--- src/tzts_pkg.sv ---
// ----------------------------------------------------------------------------
// tzts_pkg
// Shared types, constants and helpers for the ToF zone target selector.
// ----------------------------------------------------------------------------
`default_nettype none

package tzts_pkg;

    // Sizing
    localparam int MAX_TARGETS = 4;
    localparam int MAX_ZONES   = 64;
    localparam int NUM_SLOTS   = 4;
    localparam int DIST_W      = 16;
    localparam int STAT_W      = 8;
    localparam int DCNT_W      = 8;
    localparam int ZCNT_W      = 7;
    localparam int TPZ_W       = 3;
    localparam int CFG_IDX_W   = 2;
    localparam int CFG_DATA_W  = 16;
    localparam int FAR_W       = 15;

    // Good status codes
    localparam logic [STAT_W-1:0] STATUS_GOOD_A = 8'd5;
    localparam logic [STAT_W-1:0] STATUS_GOOD_B = 8'd9;

    // Register reset values
    localparam logic [TPZ_W-1:0]         TPZ_RESET      = 3'd4;
    localparam logic signed [DIST_W-1:0] MIN_DIST_RESET = 16'sd0;
    localparam logic signed [DIST_W-1:0] MAX_DIST_RESET = 16'sd4000;

    // Configuration register indexes
    typedef enum logic [CFG_IDX_W-1:0] {
        CFG_TARGETS  = 2'd0,
        CFG_MIN_DIST = 2'd1,
        CFG_MAX_DIST = 2'd2
    } t_cfg_idx;

    typedef struct packed {
        logic [TPZ_W-1:0]         targets;
        logic signed [DIST_W-1:0] min_dist;
        logic signed [DIST_W-1:0] max_dist;
    } t_cfg;

    // One zone as received
    typedef struct packed {
        logic [NUM_SLOTS-1:0][DIST_W-1:0] distance;
        logic [NUM_SLOTS-1:0][STAT_W-1:0] status;
        logic [DCNT_W-1:0]                count;
        logic                             last;
    } t_zone_in;

    // Per-zone selection result
    typedef struct packed {
        logic [NUM_SLOTS-1:0] hit;
        logic [DIST_W-1:0]    farthest;
        logic [DIST_W-1:0]    nearest;
        logic                 any;
    } t_zone_res;

    // Running frame values
    typedef struct packed {
        logic [DIST_W-1:0] closest;
        logic [ZCNT_W-1:0] ground_cnt;
        logic [ZCNT_W-1:0] nearest_cnt;
        logic [ZCNT_W-1:0] near_cnt;
    } t_frame;

    // Unsigned minimum where zero means "not yet set"
    function automatic logic [DIST_W-1:0] f_unset_min(
        input logic [DIST_W-1:0] cur,
        input logic [DIST_W-1:0] cand
    );
        return ((cur == '0) || (cand < cur)) ? cand : cur;
    endfunction

endpackage

`default_nettype wire

--- src/tof_zone_target_selector_unit.sv ---
// ----------------------------------------------------------------------------
// tof_zone_target_selector_unit
// Per-zone target selection with running frame statistics.
// ----------------------------------------------------------------------------
// A zone transferred in is held in an input register; slot qualification,
// farthest / nearest selection and the running frame update are done in one
// pass of compares and selects and loaded into the result register when it
// is empty or drains, so the block sustains one zone per cycle while the
// output is not stalled. Output stall passes combinationally to the input
// stall only when both the input register and the result register are
// occupied. Configuration writes take effect on the next zone and should be
// made while no zone is in flight.
// ----------------------------------------------------------------------------
`default_nettype none

module tof_zone_target_selector_unit #(
    parameter int MAX_TARGETS = tzts_pkg::MAX_TARGETS,
    parameter int MAX_ZONES   = tzts_pkg::MAX_ZONES
) (
    input  wire logic                                i_clk,
    input  wire logic                                i_rst_n,
    // configuration
    input  wire logic                                i_cfg_we,
    input  wire logic [tzts_pkg::CFG_IDX_W-1:0]      i_cfg_index,
    input  wire logic [tzts_pkg::CFG_DATA_W-1:0]     i_cfg_data,
    // zone input
    input  wire logic                                i_in_valid,
    output logic                                     o_in_stall,
    input  wire logic signed [tzts_pkg::DIST_W-1:0]  i_distance_0,
    input  wire logic signed [tzts_pkg::DIST_W-1:0]  i_distance_1,
    input  wire logic signed [tzts_pkg::DIST_W-1:0]  i_distance_2,
    input  wire logic signed [tzts_pkg::DIST_W-1:0]  i_distance_3,
    input  wire logic [tzts_pkg::STAT_W-1:0]         i_status_0,
    input  wire logic [tzts_pkg::STAT_W-1:0]         i_status_1,
    input  wire logic [tzts_pkg::STAT_W-1:0]         i_status_2,
    input  wire logic [tzts_pkg::STAT_W-1:0]         i_status_3,
    input  wire logic [tzts_pkg::DCNT_W-1:0]         i_detected_count,
    input  wire logic                                i_last_zone,
    // result output
    output logic                                     o_out_valid,
    input  wire logic                                i_out_stall,
    output logic [tzts_pkg::FAR_W-1:0]               o_farthest_mm,
    output logic [tzts_pkg::DIST_W-1:0]              o_nearest_mm,
    output logic                                     o_zone_near,
    output logic [tzts_pkg::DIST_W-1:0]              o_frame_closest_mm,
    output logic [tzts_pkg::ZCNT_W-1:0]              o_ground_zone_count,
    output logic [tzts_pkg::ZCNT_W-1:0]              o_nearest_zone_count,
    output logic [tzts_pkg::ZCNT_W-1:0]              o_near_zone_count,
    output logic                                     o_frame_done
);
    import tzts_pkg::*;

    t_cfg      cfg;
    t_zone_res zone_res;
    t_frame    frame_nxt;

    logic      r_s1_valid;
    t_zone_in  r_s1;
    logic      r_out_valid;
    logic [FAR_W-1:0]  r_far;
    logic [DIST_W-1:0] r_nearest;
    logic      r_near;
    t_frame    r_frame_out;
    logic      r_done;

    logic      adv;
    logic      in_xfer;

    tzts_cfg_regs u_cfg (
        .i_clk       (i_clk),
        .i_rst_n     (i_rst_n),
        .i_cfg_we    (i_cfg_we),
        .i_cfg_index (i_cfg_index),
        .i_cfg_data  (i_cfg_data),
        .o_cfg       (cfg)
    );

    // Flow control: result register drains or is empty -> stage advances
    assign adv        = r_s1_valid && (!r_out_valid || !i_out_stall);
    assign o_in_stall = r_s1_valid && !adv;
    assign in_xfer    = i_in_valid && !o_in_stall;

    // Input register
    always_ff @(posedge i_clk) begin
        if (!i_rst_n) begin
            r_s1_valid <= 1'b0;
        end else if (in_xfer) begin
            r_s1_valid <= 1'b1;
        end else if (adv) begin
            r_s1_valid <= 1'b0;
        end
    end

    always_ff @(posedge i_clk) begin
        if (in_xfer) begin
            r_s1.distance <= {i_distance_3, i_distance_2, i_distance_1, i_distance_0};
            r_s1.status   <= {i_status_3, i_status_2, i_status_1, i_status_0};
            r_s1.count    <= i_detected_count;
            r_s1.last     <= i_last_zone;
        end
    end

    tzts_zone_eval #(
        .MAX_TARGETS (MAX_TARGETS)
    ) u_eval (
        .i_zone (r_s1),
        .i_cfg  (cfg),
        .o_res  (zone_res)
    );

    tzts_frame_acc #(
        .MAX_ZONES (MAX_ZONES)
    ) u_acc (
        .i_clk   (i_clk),
        .i_rst_n (i_rst_n),
        .i_adv   (adv),
        .i_last  (r_s1.last),
        .i_dist  (r_s1.distance),
        .i_res   (zone_res),
        .o_frame (frame_nxt)
    );

    // Result register
    always_ff @(posedge i_clk) begin
        if (!i_rst_n) begin
            r_out_valid <= 1'b0;
        end else if (adv) begin
            r_out_valid <= 1'b1;
        end else if (!i_out_stall) begin
            r_out_valid <= 1'b0;
        end
    end

    always_ff @(posedge i_clk) begin
        if (adv) begin
            r_far       <= zone_res.farthest[FAR_W-1:0];
            r_nearest   <= zone_res.nearest;
            r_near      <= zone_res.any;
            r_frame_out <= frame_nxt;
            r_done      <= r_s1.last;
        end
    end

    assign o_out_valid          = r_out_valid;
    assign o_farthest_mm        = r_far;
    assign o_nearest_mm         = r_nearest;
    assign o_zone_near          = r_near;
    assign o_frame_closest_mm   = r_frame_out.closest;
    assign o_ground_zone_count  = r_frame_out.ground_cnt;
    assign o_nearest_zone_count = r_frame_out.nearest_cnt;
    assign o_near_zone_count    = r_frame_out.near_cnt;
    assign o_frame_done         = r_done;

    // A held zone that cannot advance stays held
    a_s1_hold: assert property (@(posedge i_clk) disable iff (!i_rst_n)
        (r_s1_valid && !adv) |=> r_s1_valid)
        else $error("held zone lost");

    // A zone with no valid target reports no distances
    a_empty_zone: assert property (@(posedge i_clk) disable iff (!i_rst_n)
        (o_out_valid && !o_zone_near) |-> (o_farthest_mm == '0 && o_nearest_mm == '0))
        else $error("distance reported for empty zone");

    // A frame closest value exists whenever this zone had a nonzero nearest
    a_closest_set: assert property (@(posedge i_clk) disable iff (!i_rst_n)
        (o_out_valid && o_nearest_mm != '0) |-> (o_frame_closest_mm != '0))
        else $error("frame closest unset with nearest present");

endmodule

`default_nettype wire

--- src/tzts_cfg_regs.sv ---
// ----------------------------------------------------------------------------
// tzts_cfg_regs
// Configuration register bank: slots per zone and the distance window.
// ----------------------------------------------------------------------------
`default_nettype none

module tzts_cfg_regs (
    input  wire logic                             i_clk,
    input  wire logic                             i_rst_n,
    input  wire logic                             i_cfg_we,
    input  wire logic [tzts_pkg::CFG_IDX_W-1:0]   i_cfg_index,
    input  wire logic [tzts_pkg::CFG_DATA_W-1:0]  i_cfg_data,
    output tzts_pkg::t_cfg                        o_cfg
);
    import tzts_pkg::*;

    t_cfg r_cfg;

    // Register writes; an unused index is dropped
    always_ff @(posedge i_clk) begin
        if (!i_rst_n) begin
            r_cfg.targets  <= TPZ_RESET;
            r_cfg.min_dist <= MIN_DIST_RESET;
            r_cfg.max_dist <= MAX_DIST_RESET;
        end else if (i_cfg_we) begin
            unique case (t_cfg_idx'(i_cfg_index))
                CFG_TARGETS:  r_cfg.targets  <= i_cfg_data[TPZ_W-1:0];
                CFG_MIN_DIST: r_cfg.min_dist <= $signed(i_cfg_data[DIST_W-1:0]);
                CFG_MAX_DIST: r_cfg.max_dist <= $signed(i_cfg_data[DIST_W-1:0]);
                default: ;
            endcase
        end
    end

    assign o_cfg = r_cfg;

endmodule

`default_nettype wire

--- src/tzts_zone_eval.sv ---
// ----------------------------------------------------------------------------
// tzts_zone_eval
// Per-zone target qualification and farthest / nearest selection.
// ----------------------------------------------------------------------------
`default_nettype none

module tzts_zone_eval #(
    parameter int MAX_TARGETS = tzts_pkg::MAX_TARGETS
) (
    input  tzts_pkg::t_zone_in  i_zone,
    input  tzts_pkg::t_cfg      i_cfg,
    output tzts_pkg::t_zone_res o_res
);
    import tzts_pkg::*;

    logic [DCNT_W-1:0]        tpz_ext;
    logic [DCNT_W-1:0]        slot_limit;
    logic [DCNT_W-1:0]        slot_cnt;
    logic [NUM_SLOTS-1:0]     hit;
    logic signed [DIST_W-1:0] far_d;
    logic [DIST_W-1:0]        near_d;

    // Slots examined: min(reported, configured, hardware maximum)
    always_comb begin
        tpz_ext    = {{(DCNT_W-TPZ_W){1'b0}}, i_cfg.targets};
        slot_limit = (tpz_ext < DCNT_W'(MAX_TARGETS)) ? tpz_ext : DCNT_W'(MAX_TARGETS);
        slot_cnt   = (i_zone.count < slot_limit) ? i_zone.count : slot_limit;
    end

    // Slot walk in order; nearest keeps the zero-means-unset rule
    always_comb begin
        logic signed [DIST_W-1:0] d;
        logic                     good;
        far_d  = '0;
        near_d = '0;
        hit    = '0;
        for (int t = 0; t < NUM_SLOTS; t++) begin
            d      = $signed(i_zone.distance[t]);
            good   = (i_zone.status[t] == STATUS_GOOD_A) ||
                     (i_zone.status[t] == STATUS_GOOD_B);
            hit[t] = (DCNT_W'(t) < slot_cnt) && good &&
                     (d > i_cfg.min_dist) && (d < i_cfg.max_dist);
            if (hit[t] && (d > far_d)) begin
                far_d = d;
            end
            if (hit[t]) begin
                near_d = f_unset_min(near_d, i_zone.distance[t]);
            end
        end
    end

    assign o_res.hit      = hit;
    assign o_res.farthest = far_d;
    assign o_res.nearest  = near_d;
    assign o_res.any      = |hit;

endmodule

`default_nettype wire

--- src/tzts_frame_acc.sv ---
// ----------------------------------------------------------------------------
// tzts_frame_acc
// Running frame state: closest distance and saturating zone counts.
// ----------------------------------------------------------------------------
`default_nettype none

module tzts_frame_acc #(
    parameter int MAX_ZONES = tzts_pkg::MAX_ZONES
) (
    input  wire logic                                              i_clk,
    input  wire logic                                              i_rst_n,
    input  wire logic                                              i_adv,
    input  wire logic                                              i_last,
    input  wire logic [tzts_pkg::NUM_SLOTS-1:0][tzts_pkg::DIST_W-1:0] i_dist,
    input  tzts_pkg::t_zone_res                                    i_res,
    output tzts_pkg::t_frame                                       o_frame
);
    import tzts_pkg::*;

    t_frame r_frame;
    t_frame n_frame;

    function automatic logic [ZCNT_W-1:0] f_sat_inc(input logic [ZCNT_W-1:0] c);
        return (c < ZCNT_W'(MAX_ZONES)) ? c + 1'b1 : ZCNT_W'(MAX_ZONES);
    endfunction

    // Frame values with this zone folded in
    always_comb begin
        n_frame = r_frame;
        for (int t = 0; t < NUM_SLOTS; t++) begin
            if (i_res.hit[t]) begin
                n_frame.closest = f_unset_min(n_frame.closest, i_dist[t]);
            end
        end
        if (i_res.farthest != '0) begin
            n_frame.ground_cnt = f_sat_inc(r_frame.ground_cnt);
        end
        if (i_res.nearest != '0) begin
            n_frame.nearest_cnt = f_sat_inc(r_frame.nearest_cnt);
        end
        if (i_res.any) begin
            n_frame.near_cnt = f_sat_inc(r_frame.near_cnt);
        end
    end

    // State update; cleared after the frame's last zone
    always_ff @(posedge i_clk) begin
        if (!i_rst_n) begin
            r_frame <= '0;
        end else if (i_adv) begin
            r_frame <= i_last ? '0 : n_frame;
        end
    end

    assign o_frame = n_frame;

    // Frame end clears all running state
    a_frame_clear: assert property (@(posedge i_clk) disable iff (!i_rst_n)
        (i_adv && i_last) |=> (r_frame == '0))
        else $error("frame state not cleared after last zone");

    // Counts never pass the saturation point
    a_count_sat: assert property (@(posedge i_clk) disable iff (!i_rst_n)
        (r_frame.ground_cnt <= ZCNT_W'(MAX_ZONES)) &&
        (r_frame.nearest_cnt <= ZCNT_W'(MAX_ZONES)) &&
        (r_frame.near_cnt <= ZCNT_W'(MAX_ZONES)))
        else $error("zone count beyond saturation");

    // A zone with a farthest value always has a valid target
    a_ground_le_near: assert property (@(posedge i_clk) disable iff (!i_rst_n)
        r_frame.ground_cnt <= r_frame.near_cnt)
        else $error("ground count exceeds near count");

endmodule

`default_nettype wire

--- config.mk ---
export PLATFORM = sky130hd
export DESIGN_NAME = tof_zone_target_selector_unit
export DESIGN_NICKNAME = d
export VERILOG_FILES = /design/src/tzts_pkg.sv /design/src/tof_zone_target_selector_unit.sv /design/src/tzts_cfg_regs.sv /design/src/tzts_zone_eval.sv /design/src/tzts_frame_acc.sv
export SDC_FILE = /design/constraint.sdc
export NUM_CORES = 1
export LEC_CHECK = 0
export BUFFER_PORTS_ARGS = -buffer_cell sky130_fd_sc_hd__buf_2
export CAP_MARGIN = 20
export CORE_MARGIN = 2
export CORE_UTILIZATION = 55
export CTS_CLUSTER_DIAMETER = 80
export DETAILED_ROUTE_END_ITERATION = 7
export PLACE_DENSITY = 0.8
export SYNTH_ARGS = -nofsm -noshare
export SYNTH_HDL_FRONTEND = slang
export SYNTH_HIERARCHICAL = 1
export SYNTH_SLANG_ARGS = --single-unit
--- constraint.sdc ---
create_clock -name i_clk -period 33.7 [get_ports i_clk]
set_input_delay 1.685 -clock i_clk [delete_from_list [all_inputs] [get_ports i_clk]]
set_output_delay 1.685 -clock i_clk [all_outputs]
set_load 0.01 [all_outputs]
======== Word level (Yosys, flattened, before mapping) ========
Cells that the tools add are included.
word-level totals
  register bits ........................... 249
  input port bits ......................... 128
  output and inout bits ................... 72
  logic and storage cells ................. 151
operators by class
  add/sub/neg operators ................... 3
  $lt $le $gt $ge ......................... 28
  equality and inequality tests ........... 11
  mux-type cells .......................... 32
  reduce and logical (&&, ||, !) cells .... 50
operator list
  kind                                                                               number
  16-bit 2-to-1 mux                                                                  19
  16-bit < comparator                                                                11
  16-bit greater-than comparator                                                     7
  16-bit zero test                                                                   7
  7-bit 2-to-1 mux                                                                   6
  37-bit 2-to-1 mux                                                                  1
  8-bit by 3-bit == test with 1-bit output (second input constant)                   4
  8-bit by 4-bit == test with 1-bit output (second input constant)                   4
  16-bit nonzero test                                                                2
  7-bit by 1-bit adder with 7-bit output (second input constant)                     3
  7-bit < comparator (second input constant)                                         3
  1-bit logical AND                                                                  19
  16-bit by 1-bit greater-than comparator with 1-bit output (second input constant)  1
  1-bit by 8-bit < comparator with 1-bit output (first input constant)               2
  2-bit by 8-bit < comparator with 1-bit output (first input constant)               2
  1-bit logical OR                                                                   12
  8-bit < comparator                                                                 1
  8-bit 2-to-1 mux                                                                   1
  2-bit AND reduction                                                                3
  1-bit zero test                                                                    4
  1-bit 2-to-1 mux                                                                   4
  4-bit OR reduction                                                                 1
  3-bit < comparator (second input constant)                                         1
  3-bit 2-to-1 mux                                                                   1
  5 further kinds                                                                    5

======== Longest topological paths before layout ========
  word-level depth ........................ 24
  depth in mapped cells ................... 60
  mapped depth without buffers ............ 52

======== By module ========
Netlist, hierarchy kept.
modules (own cells, without submodules)
  module                         instances  cells each  area an instance (µm²)  seq. area each (µm²)
  tzts_zone_eval                 1          931         7104.3                  0.0
  tof_zone_target_selector_unit  1          183         5338.9                  5295.1
  tzts_frame_acc                 1          666         4895.9                  740.7
  tzts_cfg_regs                  1          145         1430.1                  700.7

======== Worst setup path after synthesis ========
OpenSTA, ideal clock, no wires.
  path type ............................... register -> register
  start ................................... register r_s1[55] (netlist bit)
  end ..................................... register r_frame_out (netlist bit o_frame_closest_mm[10]) (data pin)
  library setup time ...................... 260 ps
  data arrival time ....................... 10723 ps
  required time ........................... 33440 ps
  path slack .............................. 22716 ps
  cell stages (with the launch flop) ...... 58
  path buffers ............................ 9
  period minus slack after synthesis ...... 10984 ps
  cell sequence ........................... edfxtp_1 > ha_1 > nand4_1 > or3_1 > nor4_2 > o31a_1 > o2111ai_2 > inv_2 > buf_2 > buf_1 > o2111ai_1 > a311oi_1 > a31oi_4 > buf_6 > buf_2 > o22a_1 > ha_1 > and4_1 > [... 22 more ...] > nand2_1 > o21ai_0 > inv_1 > ha_1 > a21oi_1 > nor2b_1 > o21ai_0 > nand2b_1 > a21oi_1 > nor2b_1 > o21ai_0 > nand2b_1 > a221oi_1 > o31ai_1 > a311oi_4 > o21ai_4 > buf_6 > mux2_4
RTL lines
  element               line                                  RTL
  from (decl)           tof_zone_target_selector_unit.sv:58   t_zone_in r_s1;
  to (signal assigned)  tof_zone_target_selector_unit.sv:139  r_frame_out <= frame_nxt;
  to (decl)             tof_zone_target_selector_unit.sv:63   t_frame r_frame_out;

==> out/metrics.csv <==
metric,value,unit
HP Class,flip-flop to flip-flop,
clk sinks,249,
H-tree depth,1,
Design Power,0.738,mW
min cycle time layout,13080,ps
# rows,67,
GRT Total Usage,0.335,
post-synth cell types,103,
worst-path maximum fanout,29,
Die ar.,35600,um^2
largest family of logic cells by synthesized area,adder cells,
Area Growth Syn to Fin,11.5,%
post-synth top area share,0.280,
Synth Area per Inst,9.75,um^2
total number of vias,17000,
cell-internal power,0.537,mW
cell seen most often among critical-path stages,o21ai_0,
first-pass GRT wire length,91800,um
LEAKAGE,8.57,nW
drt first-iter violations,1812,
post-DR wirelength/cell,23.8,um
CTS hold repair buffers,0,
Worst path slowest cell,o21a_1,
CTS tree,built,
clk buf depth,3,
CTS Buf Count,26,
Setup-failing EPs final,0,
Synth Area in Compound Gates,0.159,
crit path capture type,flip-flop,
skew final,24.3,ps
pin count of the biggest net entering global routing,78,
final wirelength,61400,um
CP Class,flip-flop to flip-flop,
clock-pin slew on the worst setup and hold paths,60,ps
placed cell area,20100,um^2
layout cells sized above 1,0.151,
Post-synth EDFFs,175,
fmax,76.5,MHz
final slew viol count,0,
synth top area cells,"edfxtp_1, ha_1, dfxtp_1",
post_cts resized,0,
PD cells,35.3,nW/um^2
clock root buffer master,clkbuf_16,
final setup TNS,0,ps
initial antenna violation count,0,
fin crit share,0.388,
vias per std cell,6.60,
adder-cell share of the synthesized area,0.184,
power share of the sequential group,0.495,
final hold vios,0,
ANT nets after route,0,
Finished Cell Area,20900,um^2
simple-gate share of the synthesized area,0.168,
Max Cap Violations,0,
Critical path buffers and inverters,3,
ys flop type,edfxtp_1,
DR DRC count,0,
fin nets,2513,
Clk pwr share,0.370,
Vert. Die Dim,189,um
global placement routability congestion,0.992,
RSZ-0062 raised after global routing,false,
Max VDD drop,0.0450,mV
Synth area leader,edfxtp_1,
post-synthesis async set-or-reset flop share,0,
Post-Syn Area,18800,um^2
"Largest delay share family, worst path",compound AO/OA/AOI/OAI gates,
#FFs+latches synth,249,
die width,189,um
combinational power share,0.135,
core footprint,33500,um^2
syn nets,2328,
drt pass-1 iters,6,
GRT overflow,0,
io pins,200,
Critical Path RT,34070,ps
post-synthesis mux area share,0.0763,
"Seq/Total Area, Yosys",0.359,
switching portion of total power,0.272,
# diodes,0,
Worst path max stage delay,620,ps
number of setup buffers added after CTS,0,
Tightest Pin Transition,1050,ps
Post-Syn Instances,1925,
Starting Density,0.560,
Clock Latency Late Sink,560,ps
port bufs,199,
P_sw,0.201,mW
status,"complete, no violations",
CP Launch Type,flip-flop,
xor and xnor area share after synthesis,0.00420,
worst path arrival time,13450,ps
Rel. slew slack,0.294,
synth warn,6,
dpl hpwl,45100,um
vias in the first global route,16400,
registers in the layout, summed over array words and instances, names as in the netlist, 15 cells and up:
register,cells
o_farthest_mm,15
o_frame_closest_mm,16
o_nearest_mm,16
r_s1,105
u_acc/r_frame,37
u_cfg/o_cfg,35
power groups by stage:
stage | sequential (mW) | combinational (mW) | clock [mW]
final | 0.365 | 0.0996 | 0.273
after global placement | 0.370 | 0.0914 | 0
after detailed placement | 0.370 | 0.0962 | 0
after floorplan | 0.363 | 0.0626 | 0
after CTS | 0.364 | 0.0970 | 0.278
after global routing | 0.366 | 0.111 | 0.290
Yosys cell counts, types with 22 or more instances:
library cell  instances
edfxtp_1            175
a22oi_1              28
nand4_1              47
dfxtp_1              74
mux2i_1             100
o21ai_0              94
nor2b_1              38
ha_1                275
a21o_1               39
a21oi_1              84
nor3_1               40
nand2_1             224
nand3_1              42
nor4_1               48
inv_1               161
clkbuf_1             22
nor2_1               76
through the flow:
stage           util  hold WS, ps  instances  setup slack [ps]
2_1_floorplan      -          435       1925             22720
3_3_place_gp   0.600          442       2529             21670
3_5_place_dp   0.600          453       2529             21150
4_1_cts        0.624          461       2577             21100
5_1_grt        0.624          471       2578             19800
6_report       0.624          461       2578             20620
final cells by class:
| type | instances | area, um^2 |
|---|---|---|
| clock buffers | 39 | 751 |
| fillers | 2782 | 12600 |
| well taps | 448 | 561 |
| inverters | 162 | 608 |
| repair buffers | 212 | 1100 |
| clock inverters | 9 | 57.6 |
| multi-input cells | 1459 | 11100 |
| flip-flops and latches | 249 | 6740 |
cell usage in the layout, fill, tap and decap left out, types with 39 or more instances in the layout:
master | netlist | layout
ha_1 | 275 | 275
nand2_1 | 224 | 224
buf_2 | 11 | 199
edfxtp_1 | 175 | 175
inv_1 | 161 | 161
mux2i_1 | 100 | 100
o21ai_0 | 94 | 94
a21oi_1 | 84 | 84
nor2_1 | 76 | 76
dfxtp_1 | 74 | 74
nor4_1 | 48 | 48
nand4_1 | 47 | 47
nand3_1 | 42 | 42
nor3_1 | 40 | 40
a21o_1 | 39 | 39
worst reg2reg max path: cells and delay by family (launching register included):
kind / cells / cell delay [ps]
buffers and inverters: 3 / 650
adders and majority gates: 4 / 1290
and+or+nand+nor: 14 / 3230
AOI/OAI and AO/OA: 25 / 6750
DFF: 1 / 610
muxes: 1 / 380
cells by family (layout without fill, tap and decap cells):
group                    Yosys count  count (layout)
AO/OA/AOI/OAI                    424             424
XOR/XNOR                           9               9
adder cells (fa/ha/maj)          276             276
buffers and inverters            217             422
flip-flops                       249             249
multiplexers                     133             133
other                              1               1
AND/OR/NAND/NOR                  616             616
routing by layer:
metal / routed length (um) / vias to the layer above / track usage / share of wire
li1: - / 7640 / - / -
met1: 23700 / 8009 / 0.413 / 0.39
met2: 28100 / 1126 / 0.554 / 0.46
met3: 5530 / 252 / 0.0553 / 0.090
met4: 4090 / 0 / 0.199 / 0.067
met5: 0 / - / 0 / 0
final timing paths:
path                                       from           endpoint  slack [ps]  cells past startpoint
worst min-delay path            u_cfg/o_cfg[24]    u_cfg/o_cfg[24]         460                      2
worst max-delay path                   r_s1[54]  u_acc/r_frame[29]       20620                     47
worst max register to register         r_s1[54]  u_acc/r_frame[29]       20620                     47
worst min register to register  u_cfg/o_cfg[24]    u_cfg/o_cfg[24]         460                      2
No activity file was read; power rests on OpenSTA's default activity.
